File: src/hdl/mfep_pkg.sv
package mfep_pkg;

	typedef enum logic [4:0] {
		PH_HID, PH_HLEN, PH_HFMT, PH_HBODY, PH_TID, PH_TLEN, PH_DELTA, PH_STATUS,
		PH_P1, PH_P2, PH_MTYPE, PH_MLEN, PH_MDATA, PH_SXLEN, PH_PAYLOAD, PH_DONE,
		PH_HALT
	} phase_t;

	localparam logic [2:0] KIND_HEADER  = 3'd0;
	localparam logic [2:0] KIND_CHANNEL = 3'd1;
	localparam logic [2:0] KIND_META    = 3'd2;
	localparam logic [2:0] KIND_VARSTART = 3'd3;
	localparam logic [2:0] KIND_PAYLOAD = 3'd4;
	localparam logic [2:0] KIND_ERROR   = 3'd5;

	localparam logic [2:0] ERR_HEADER   = 3'd0;
	localparam logic [2:0] ERR_SMPTE    = 3'd1;
	localparam logic [2:0] ERR_TRACK_ID = 3'd2;
	localparam logic [2:0] ERR_SYSTEM   = 3'd3;
	localparam logic [2:0] ERR_META_LEN = 3'd4;
	localparam logic [2:0] ERR_CHANNEL  = 3'd5;
	localparam logic [2:0] ERR_VARINT   = 3'd6;

	localparam logic [39:0] ID_MTHD = 40'h4D546864;
	localparam logic [39:0] ID_MTRK = 40'h4D54726B;

	typedef struct packed {
		logic [7:0] data_byte;
		logic       file_start;
	} in_item_t;

	typedef struct packed {
		logic [2:0]  kind;
		logic [15:0] track_index;
		logic [27:0] delta_time;
		logic [7:0]  status;
		logic [7:0]  param1;
		logic [7:0]  param2;
		logic [39:0] value;
		logic [4:0]  frame_rate;
		logic [7:0]  payload_byte;
		logic        last_payload;
		logic [2:0]  error_code;
	} out_item_t;

	// expected meta length, bit 3 set when the subtype is variable length
	function automatic logic [3:0] fixed_len(input logic [7:0] sub);
		case (sub)
			8'h00: fixed_len = 4'd2;
			8'h20: fixed_len = 4'd1;
			8'h2F: fixed_len = 4'd0;
			8'h51: fixed_len = 4'd3;
			8'h54: fixed_len = 4'd5;
			8'h58: fixed_len = 4'd4;
			8'h59: fixed_len = 4'd2;
			default: fixed_len = 4'd8;
		endcase
	endfunction

	function automatic logic [4:0] smpte_rate(input logic [1:0] code);
		case (code)
			2'd0: smpte_rate = 5'd24;
			2'd1: smpte_rate = 5'd25;
			2'd2: smpte_rate = 5'd29;
			default: smpte_rate = 5'd30;
		endcase
	endfunction

endpackage

File: src/hdl/midi_file_event_parser_top.sv
// channel | valid    | stall    | payload
// in      | in_valid | in_stall | in_data  (mfep_pkg::in_item_t)
// out     | out_valid| out_stall| out_data (mfep_pkg::out_item_t)
// one byte is taken per cycle while in_stall is low; each transaction updates the parser state in
// one combinational pass and its result, if any, lands in the output register
// the cycle after. in_stall is high only while a result waits and the sink
// stalls, so bytes stream back to back when the sink keeps up.
// reset puts the parser in the header id phase with all counters at zero.
module midi_file_event_parser_top (
	input  logic                clk,
	input  logic                arst_n,
	input  logic                in_valid,
	output logic                in_stall,
	input  mfep_pkg::in_item_t  in_data,
	output logic                out_valid,
	input  logic                out_stall,
	output mfep_pkg::out_item_t out_data
);

	// parser state
	mfep_pkg::phase_t phase_q, phase_n;
	logic [2:0]  fbc_q, fbc_n;
	logic [27:0] vacc_q, vacc_n;
	logic [7:0]  rs_q, rs_n;
	logic [7:0]  cs_q, cs_n;
	logic [7:0]  sub_q, sub_n;
	logic [27:0] left_q, left_n;
	logic [39:0] fs_q, fs_n;
	logic [15:0] tc_q, tc_n;
	logic [15:0] tt_q, tt_n;
	logic [32:0] chunk_q, chunk_n;
	logic [27:0] hd_q, hd_n;

	logic                emit;
	mfep_pkg::out_item_t res;
	logic                take;

	assign in_stall = out_valid && out_stall;
	assign take = in_valid && !in_stall;

	always_comb begin
		// working copies after optional file restart
		mfep_pkg::phase_t ph;
		logic [2:0]  fbc, fbc1;
		logic [27:0] vacc, vnew;
		logic [39:0] fs, sh;
		logic [15:0] tc, tt, tcn;
		logic [32:0] chunk;
		logic [7:0]  b, rs;
		logic [3:0]  want;
		logic [27:0] lft;
		logic [39:0] v;
		logic        vdone, vlong, one;
		logic [7:0]  eff;

		b = in_data.data_byte;
		if (in_data.file_start) begin
			ph = mfep_pkg::PH_HID; fbc = '0; vacc = '0; rs = '0; fs = '0;
			tc = '0; tt = '0; chunk = '0;
			cs_n = '0; sub_n = '0; left_n = '0; hd_n = '0;
		end else begin
			ph = phase_q; fbc = fbc_q; vacc = vacc_q; rs = rs_q; fs = fs_q;
			tc = tc_q; tt = tt_q; chunk = chunk_q;
			cs_n = cs_q; sub_n = sub_q; left_n = left_q; hd_n = hd_q;
		end
		if (ph >= mfep_pkg::PH_DELTA && ph <= mfep_pkg::PH_PAYLOAD && chunk != '0)
			chunk = chunk - 33'd1;

		fbc1  = fbc + 3'd1;
		sh    = {fs[31:0], b};
		vnew  = {vacc[20:0], b[6:0]};
		vdone = !b[7];
		vlong = b[7] && fbc1 >= 3'd4;
		tcn   = tc + 16'd1;
		want  = mfep_pkg::fixed_len(sub_n);
		lft   = left_n - 28'd1;
		one   = 1'b0;
		eff   = '0;
		v     = '0;

		phase_n = ph; fbc_n = fbc; vacc_n = vacc; rs_n = rs; fs_n = fs;
		tc_n = tc; tt_n = tt; chunk_n = chunk;
		emit = 1'b0;
		res = '0;
		res.track_index = tc;

		unique case (ph)
			mfep_pkg::PH_HID, mfep_pkg::PH_HLEN, mfep_pkg::PH_TID,
			mfep_pkg::PH_HBODY, mfep_pkg::PH_TLEN: begin
				fs_n = sh; fbc_n = fbc1;
				if (fbc1 >= 3'd4) begin
					fbc_n = '0; fs_n = '0;
					case (ph)
						mfep_pkg::PH_HID: begin
							if (sh != mfep_pkg::ID_MTHD) begin
								emit = 1'b1; res.kind = mfep_pkg::KIND_ERROR;
								res.error_code = mfep_pkg::ERR_HEADER;
								phase_n = mfep_pkg::PH_HALT;
							end else phase_n = mfep_pkg::PH_HLEN;
						end
						mfep_pkg::PH_HLEN: begin
							if (sh != 40'd6) begin
								emit = 1'b1; res.kind = mfep_pkg::KIND_ERROR;
								res.error_code = mfep_pkg::ERR_HEADER;
								phase_n = mfep_pkg::PH_HALT;
							end else phase_n = mfep_pkg::PH_HFMT;
						end
						mfep_pkg::PH_TID: begin
							if (sh != mfep_pkg::ID_MTRK) begin
								emit = 1'b1; res.kind = mfep_pkg::KIND_ERROR;
								res.error_code = mfep_pkg::ERR_TRACK_ID;
								phase_n = mfep_pkg::PH_HALT;
							end else phase_n = mfep_pkg::PH_TLEN;
						end
						mfep_pkg::PH_HBODY: begin
							emit = 1'b1;
							if (sh[15]) begin
								res.kind = mfep_pkg::KIND_ERROR;
								res.error_code = mfep_pkg::ERR_SMPTE;
								phase_n = mfep_pkg::PH_HALT;
							end else begin
								tt_n = sh[31:16]; tc_n = '0;
								res.track_index = '0;
								res.kind = mfep_pkg::KIND_HEADER;
								res.value = {8'd0, sh[31:0]};
								phase_n = (sh[31:16] == '0) ? mfep_pkg::PH_DONE
									: mfep_pkg::PH_TID;
							end
						end
						default: begin
							// track length
							chunk_n = {1'b0, sh[31:0]};
							rs_n = '0;
							if (sh[31:0] == '0) begin
								tc_n = tcn;
								phase_n = (tcn == tt) ? mfep_pkg::PH_DONE
									: mfep_pkg::PH_TID;
							end else begin
								vacc_n = '0;
								phase_n = mfep_pkg::PH_DELTA;
							end
						end
					endcase
				end
			end
			mfep_pkg::PH_HFMT: begin
				fbc_n = fbc1;
				if (fbc1 >= 3'd2) begin
					fbc_n = '0; fs_n = '0; phase_n = mfep_pkg::PH_HBODY;
				end
			end
			mfep_pkg::PH_DELTA, mfep_pkg::PH_MLEN, mfep_pkg::PH_SXLEN: begin
				vacc_n = vnew; fbc_n = fbc1;
				if (vdone) begin
					if (ph == mfep_pkg::PH_DELTA) begin
						hd_n = vnew; phase_n = mfep_pkg::PH_STATUS;
					end else if (ph == mfep_pkg::PH_SXLEN || want[3]) begin
						emit = 1'b1;
						res.kind = mfep_pkg::KIND_VARSTART;
						res.delta_time = hd_n; res.status = cs_n;
						res.param1 = sub_n; res.param2 = 8'hFF;
						res.value = {12'd0, vnew};
						if (vnew == '0) one = 1'b1;
						else begin
							left_n = vnew; phase_n = mfep_pkg::PH_PAYLOAD;
						end
					end else if (vnew != {24'd0, want}) begin
						emit = 1'b1; res.kind = mfep_pkg::KIND_ERROR;
						res.error_code = mfep_pkg::ERR_META_LEN;
						phase_n = mfep_pkg::PH_HALT;
					end else if (want == 4'd0) begin
						emit = 1'b1; res.kind = mfep_pkg::KIND_META;
						res.delta_time = hd_n; res.status = 8'hFF;
						res.param1 = sub_n; res.param2 = 8'hFF;
						one = 1'b1;
					end else begin
						left_n = {24'd0, want}; fs_n = '0;
						phase_n = mfep_pkg::PH_MDATA;
					end
				end else if (vlong) begin
					emit = 1'b1; res.kind = mfep_pkg::KIND_ERROR;
					res.error_code = mfep_pkg::ERR_VARINT;
					phase_n = mfep_pkg::PH_HALT;
				end
			end
			mfep_pkg::PH_STATUS: begin
				if (b[7:4] == 4'hF) begin
					if (b == 8'hFF) begin
						cs_n = 8'hFF; phase_n = mfep_pkg::PH_MTYPE;
					end else if (b == 8'hF0 || b == 8'hF7) begin
						cs_n = b; sub_n = '0; vacc_n = '0; fbc_n = '0;
						phase_n = mfep_pkg::PH_SXLEN;
					end else begin
						emit = 1'b1; res.kind = mfep_pkg::KIND_ERROR;
						res.error_code = mfep_pkg::ERR_SYSTEM;
						phase_n = mfep_pkg::PH_HALT;
					end
				end else if (b[7]) begin
					cs_n = b; rs_n = b; phase_n = mfep_pkg::PH_P1;
				end else begin
					eff = rs; cs_n = rs;
					if (!rs[7]) begin
						emit = 1'b1; res.kind = mfep_pkg::KIND_ERROR;
						res.error_code = mfep_pkg::ERR_CHANNEL;
						phase_n = mfep_pkg::PH_HALT;
					end else if (rs[7:4] == 4'hC || rs[7:4] == 4'hD) begin
						emit = 1'b1; res.kind = mfep_pkg::KIND_CHANNEL;
						res.delta_time = hd_n; res.status = eff;
						res.param1 = b; res.param2 = 8'hFF; one = 1'b1;
					end else begin
						fs_n = {32'd0, b}; phase_n = mfep_pkg::PH_P2;
					end
				end
			end
			mfep_pkg::PH_P1: begin
				if (cs_n[7:4] == 4'hC || cs_n[7:4] == 4'hD) begin
					emit = 1'b1; res.kind = mfep_pkg::KIND_CHANNEL;
					res.delta_time = hd_n; res.status = cs_n;
					res.param1 = b; res.param2 = 8'hFF; one = 1'b1;
				end else begin
					fs_n = {32'd0, b}; phase_n = mfep_pkg::PH_P2;
				end
			end
			mfep_pkg::PH_P2: begin
				emit = 1'b1; res.kind = mfep_pkg::KIND_CHANNEL;
				res.delta_time = hd_n; res.status = cs_n;
				res.param1 = fs[7:0]; res.param2 = b; one = 1'b1;
			end
			mfep_pkg::PH_MTYPE: begin
				sub_n = b; vacc_n = '0; fbc_n = '0;
				phase_n = mfep_pkg::PH_MLEN;
			end
			mfep_pkg::PH_MDATA: begin
				fs_n = sh;
				if (left_n != '0) left_n = lft;
				if (left_n == '0) begin
					v = sh;
					emit = 1'b1; res.kind = mfep_pkg::KIND_META;
					res.delta_time = hd_n; res.status = 8'hFF;
					res.param1 = sub_n; res.param2 = 8'hFF;
					if (sub_n == 8'h54) begin
						res.frame_rate = mfep_pkg::smpte_rate(sh[38:37]);
						v[39:37] = 3'd0;
					end
					res.value = v; one = 1'b1;
				end
			end
			mfep_pkg::PH_PAYLOAD: begin
				if (left_n != '0) left_n = lft;
				emit = 1'b1; res.kind = mfep_pkg::KIND_PAYLOAD;
				res.delta_time = hd_n; res.status = cs_n;
				res.param1 = sub_n; res.param2 = 8'hFF;
				res.payload_byte = b; res.last_payload = (left_n == '0);
				one = (left_n == '0);
			end
			default: ;
		endcase

		// end of event: next delta or end of track
		if (one) begin
			if (chunk == '0) begin
				tc_n = tcn; fbc_n = '0; fs_n = '0;
				phase_n = (tcn == tt) ? mfep_pkg::PH_DONE : mfep_pkg::PH_TID;
			end else begin
				vacc_n = '0; fbc_n = '0; phase_n = mfep_pkg::PH_DELTA;
			end
		end
	end

	always_ff @(posedge clk or negedge arst_n) begin
		if (!arst_n) begin
			phase_q <= mfep_pkg::PH_HID;
			fbc_q <= '0; vacc_q <= '0; rs_q <= '0; cs_q <= '0; sub_q <= '0;
			left_q <= '0; fs_q <= '0; tc_q <= '0; tt_q <= '0; chunk_q <= '0;
			hd_q <= '0; out_valid <= 1'b0;
		end else begin
			if (take) begin
				phase_q <= phase_n; fbc_q <= fbc_n; vacc_q <= vacc_n; rs_q <= rs_n;
				cs_q <= cs_n; sub_q <= sub_n; left_q <= left_n; fs_q <= fs_n;
				tc_q <= tc_n; tt_q <= tt_n; chunk_q <= chunk_n; hd_q <= hd_n;
			end
			if (!in_stall) out_valid <= take && emit;
		end
	end

	// result register, held while stalled
	always_ff @(posedge clk) begin
		if (take && emit) out_data <= res;
	end

endmodule

File: config.mk
export PLATFORM = sky130hd
export DESIGN_NAME = midi_file_event_parser_top
export DESIGN_NICKNAME = d
export VERILOG_FILES = /design/src/hdl/mfep_pkg.sv /design/src/hdl/midi_file_event_parser_top.sv
export SDC_FILE = /design/constraint.sdc
export NUM_CORES = 1
export LEC_CHECK = 0
export BUFFER_PORTS_ARGS = -buffer_cell sky130_fd_sc_hd__buf_2
export CORE_UTILIZATION = 55
export DETAILED_ROUTE_END_ITERATION = 10
export PLACE_DENSITY = 0.75
export SLEW_MARGIN = 20
export SYNTH_ARGS = -nofsm -noshare
export SYNTH_HDL_FRONTEND = slang
export SYNTH_SLANG_ARGS = --single-unit
File: constraint.sdc
create_clock -name clk -period 8.99 [get_ports clk]
set_input_delay 0.899 -clock clk [delete_from_list [all_inputs] [get_ports clk]]
set_output_delay 0.899 -clock clk [all_outputs]
set_load 0.005 [all_outputs]
After elaboration in Yosys (flattened, before gate mapping)
Index checks and enable logic that the tools add are counted.
Cells by class
  multiplexer cells: 199
  eq/ne operators: 35
  reductions and logical operators: 30
  add/sub/neg operators: 4
  $lt $le $gt $ge: 4
Operator list (number)
  $mux 28: 24
  $mux 40: 15
  $mux 52: 8
  $pmux 52 s6: 1
  $pmux 40 s6: 1
  $mux 16: 14
  $mux 92: 2
  $mux 33: 5
  $pmux 40 s3: 1
  $mux 5: 23
  $mux 8: 14
  $pmux 28 s4: 1
  $mux 97: 1
  $mux 32: 3
  $mux 3: 30
  $logic_not 28->1: 3
  $pmux 28 s3: 1
  $ne 40x31->1 const B: 2
  $ne 40x3->1 const B: 1
  $eq 5x4->1 const B: 7
  $logic_not 33->1: 1
  $reduce_bool 33->1: 1
  $sub 33x1->33 const B: 1
  $eq 8x7->1 const B: 4
  48 further kinds: 108
Storage, ports and cells
  register bits after elaboration: 350
  logic and storage cells: 296
  input bits: 13
  output and inout bits: 130

Logic depth before layout (Yosys ltp)
  word-level depth: 13
  mapped depth: 27
  gate-level depth less buffers: 15

Worst setup path before layout
Ideal clock, no wire load.
  kind: input-to-reg
  start: input in_data[0] (netlist name)
  end: register out_valid
  stages: 19
  data required time: 8886 ps
  data arrival time: 11294 ps
  library setup time: 104 ps
  path slack: -2408 ps
  path through: buf_2 buf_2 buf_2 buf_2 buf_2 clkbuf_1 clkbuf_1 clkbuf_1 clkbuf_1 clkbuf_1 nor2b_1 ha_1 xnor2_1 clkbuf_1 nand3_1 nand3_1 nor3_1 a21oi_1 or2_2
Between the ends
  word-level cells in the longest chain between the ends: 12
  elaborated cells between the ends (all ways): 72
  those cells by class: add/sub (2); order compare (1); eq/ne (26); mux (29); reduce/logical (14)
Ends and longest elaborated chain
  start, declared: line midi_file_event_parser_top.sv:14  | input mfep_pkg::in_item_t in_data,
  parallel branches: the longest is 10 deep, another holds $sub 28x1->28
  $pmux 1 s6 (*): line midi_file_event_parser_top.sv:87  | unique case (ph)
  $logic_and 1x1->1 (*): line midi_file_event_parser_top.sv:282  | if (!in_stall) out_valid <= take && emit;
  end signal, assigned: line midi_file_event_parser_top.sv:282
  end, declared: line midi_file_event_parser_top.sv:15  | output logic out_valid,
Mark *: on every way between the ends. The select of a mux whose other input is x is not followed.
A chain may end at the register's enable or synchronous reset.

Worst setup path in the final report
  start: input in_data[0] (netlist name)
  end: register tc_q[1]
Between the ends
  word-level cells in the longest chain between the ends: 12
  elaborated cells between the ends (all ways): 84
  those cells by class: add/sub (4); order compare (3); eq/ne (23); mux (35); reduce/logical (19)
Ends and longest elaborated chain
  parallel branches: the longest is 11 deep, another holds $sub 28x1->28
  $mux 16 (*): line midi_file_event_parser_top.sv:260  | if (one) begin
  end signal, assigned: line midi_file_event_parser_top.sv:280  | tc_q <= tc_n; tt_q <= tt_n; chunk_q <= chunk_n; hd_q <= hd_n;
  end, declared: line midi_file_event_parser_top.sv:29  | logic [15:0] tc_q, tc_n;
Marks and branches as above.

==> out/metrics.yaml <==
outcome:
  outcome: "finished, final reports clean"
worst_setup_path:
  arrival_ns: 6.20
  r2r_start: "phase_q[0]"
  endpoint_kind: "register"
  worst_path_max_delay_cell: "nand2b_1"
  crit_required_ns: 9.44
  crit_chain: "buf_4 > clkinv_2 > nand2_1 > ha_1 > or3b_2 > o41a_1 > nor3_2 > a21oi_1 > a2111oi_1 > nand4_1 > nor4_1 > nor3b_4 > nand2b_1 > a32o_1 > a31o_2"
  crit_path_start_kind: "input pin"
  slowest_delay_ns: 0.61
  worst-path-max-fanout: 30
  critPathLaunch: "in_data[0]"
  worstSetupPathType: "input pin to register"
routing:
  route.detailed.drc: 0
  drtIter0Drc: 2465
  drtAntennaViolNets: 0
  wl_per_cell_microns: 26.7
  via_per_inst: 7.17
  vias: 19061
  totalWireLength_mm: 70.9
  first_pass_iters: 6
layout:
  layout_common_cells: "nand2_1 (222), dfrtp_1 (207), nor2_1 (171)"
  layout_commonest_cell: "nand2_1"
  instances_no_fill: 2659
  final_net_count: 2195
  syn_to_final_growth_pct: 10.6
  utilization_pct: 62.2
  drive_above_1_share_pct: 12.6
yosys:
  ys_async_sr_fraction_pct: 62.0
  synth_edf_count: 127
  ys_seq_area_share_pct: 46.0
  syn_avg_cell_area_sq_um: 9.20
  yosys_warnings: 0
  syn_nets: 2142
  synthesis.area_sq_mm: 0.0195
  synth-adder-area-share_pct: 0.384
  synth_top_family_by_area: "compound AO/OA/AOI/OAI gates"
  postSynthCellCount: 2123
  synth_xor_area_share_pct: 1.70
  yosysUniqueCellTypes: 94
  synth-simple-area-share_pct: 21.0
  synth_ff_type: "dfrtp_1"
  synth_compound_area_share_pct: 26.1
  synthMuxAreaShare_pct: 0.685
  synth-seq-cells: 334
power_and_ir_drop:
  p_sw_mw: 2.48
  p_per_area_mw_per_mm2: 272
  ir_drop_uv: 155
  p_int_mw: 3.39
  p_comb_share_pct: 36.4
  p_clk_share_pct: 25.3
  switching_share_pct: 42.3
  leakage_nw: 8.77
  p_seq_share_pct: 38.3
grt:
  grt_pass1_wl_mm: 107
  antenna_found_initial: 1
  grt_max_degree: 129
  grt_pass1_vias: 17941
  track_usage_pct: 38.9
  grt-ovfl-total: 0
floorplanning:
  row_count: 68
  die_y_microns: 190
  die_area_sq_mm: 0.0363
  fp.coreArea_sq_mm: 0.0347
  die_x_microns: 190
  io_pins: 143
  initial_core_util_pct: 56.3
timing:
  fmax_ghz: 0.174
  tightest_slew_ns: 1.15
  period_share_pct: 64.0
  slew_headroom_pct: 23.4
  clock_skew_ns: 0.0215
  final_hold_viol_count: 0
  finalSetupTns_ns: 0
  timing.final.crit_period_ns: 5.75
  maxSlewViolCount: 0
  setup_viol: 0
  rsz0062_at_grt: "false"
clock_tree:
  postCtsSetupBuffers: 0
  clk-insertion-delay-late_ns: 0.57
  cts_resized: 0
  cts_tree: "done"
  cts_sinks: 334
  path_clk_slew_ns: 0.06
  cts.htree.levels: 2
  clockBufferDepth: 3
  numCtsBuffers: 37
  cts-root-buf: "clkbuf_16"
  holdBufCountCts: 0
place:
  port-buffer-count: 142
  finalWeightedCongestion: 1.01
  dp.cells: 2592
  dp_hpwl_mm: 47.7
worst_hold_path:
  hold_class: "input pin to async pin"
job:
  cap_viol_max_count: 0
## registers in the layout, summed over array words and instances, names as in the netlist
name       count
vacc_q        21
rs_q           8
tt_q          16
cs_q           8
out_valid      1
tc_q          16
hd_q          28
fs_q          32
phase_q        5
sub_q          8
fbc_q          3
out_data     127
left_q        28
chunk_q       33
## kinds of logic after synthesis
logic type / after synthesis
and+or+nand+nor: 803
AOI/OAI and AO/OA: 738
DFF: 334
buffers and inverters: 191
xor gates and xnor gates: 38
muxes: 13
adders and majority gates: 6
## worst max-delay path, delay by kind of cell
family	cells	cell delay, ns
buffers and inverters	2	0.71
AO/OA/AOI/OAI	5	1.78
adder cells (fa/ha/maj)	1	0.22
AND/OR/NAND/NOR	7	2.58
## area by class of cell
| type | count | area [sq um] |
|---|---|---|
| timing repair buffer | 176 | 990 |
| sequential | 334 | 8990 |
| multi-input combinational | 1598 | 9780 |
| inverter | 29 | 110 |
| fill | 2948 | 13100 |
| antenna | 1 | 2.50 |
| clock buffer | 51 | 1030 |
| clock inverter | 15 | 128 |
| tap | 455 | 569 |
## synth_stat cells, types with 15 or more instances
library cell  instances  share of area [%]
nand2_1             223                4.3
dfrtp_1             207                 27
nor2_1              171                3.3
o21ai_0             161                4.1
a21oi_1             135                3.5
edfxtp_1            127                 20
clkbuf_1            124                2.4
a22o_1              109                4.9
nor3_1               76                1.9
and2_1               56                1.8
nand3_1              54                1.4
a22oi_1              47                1.8
nor2b_1              43                1.4
a31oi_1              37                1.2
and3_1               29               0.93
inv_1                29               0.56
xnor2_1              29                1.3
o22ai_1              27               0.86
nor4_1               25               0.80
o211ai_1             21               0.81
buf_2                17               0.44
or3_1                17               0.54
a211o_1              15               0.67
nand4_1              15               0.48
## power groups by stage
stage | sequential [mW] | combinational [mW] | clock (mW)
6_report | 2.25 | 2.14 | 1.48
5_1_grt | 2.27 | 2.30 | 1.54
4_1_cts | 2.22 | 2.07 | 1.50
3_5_place_dp | 2.24 | 2.06 | 0
3_3_place_gp | 2.24 | 2.04 | 0
2_1_floorplan | 2.02 | 1.55 | 0
## per-stage QoR
step                      total power [mW]  area (sq um)  hold slack (ns)  worst slack, ns
final                                 5.87         21600            0.358             3.24
after detailed placement              4.30         20400            0.474             2.74
after CTS                             5.79         21600            0.388             3.32
after global routing                  6.11         21600            0.413             2.96
after floorplan                       3.58         19500            0.442            0.555
after global placement                4.29         20400            0.462             2.89
## metal layers
| layer | GRT usage [%] | wire [microns] | vias to the layer above |
|---|---|---|---|
| li1 | - | - | 8185 |
| met1 | 51.6 | 27300 | 9227 |
| met2 | 60.1 | 31800 | 1385 |
| met3 | 7.53 | 7940 | 264 |
| met4 | 20.9 | 3890 | 0 |
| met5 | 0 | 0 | - |
## path summary, 6_finish.rpt
| kind | endpoint | slack [ns] | cells past startpoint |
|---|---|---|---|
| max | tc_q[1] | 3.24 | 15 |
| min | tc_q[9] | 0.36 | 1 |
| max reg2reg | tc_q[2] | 3.60 | 11 |
| min reg2reg | hd_q[0] | 0.50 | 1 |
| max in group asynchronous | out_valid | 7.20 | 2 |
| min in group clk | hd_q[0] | 0.50 | 1 |
No activity file was read; power rests on OpenSTA's default activity.
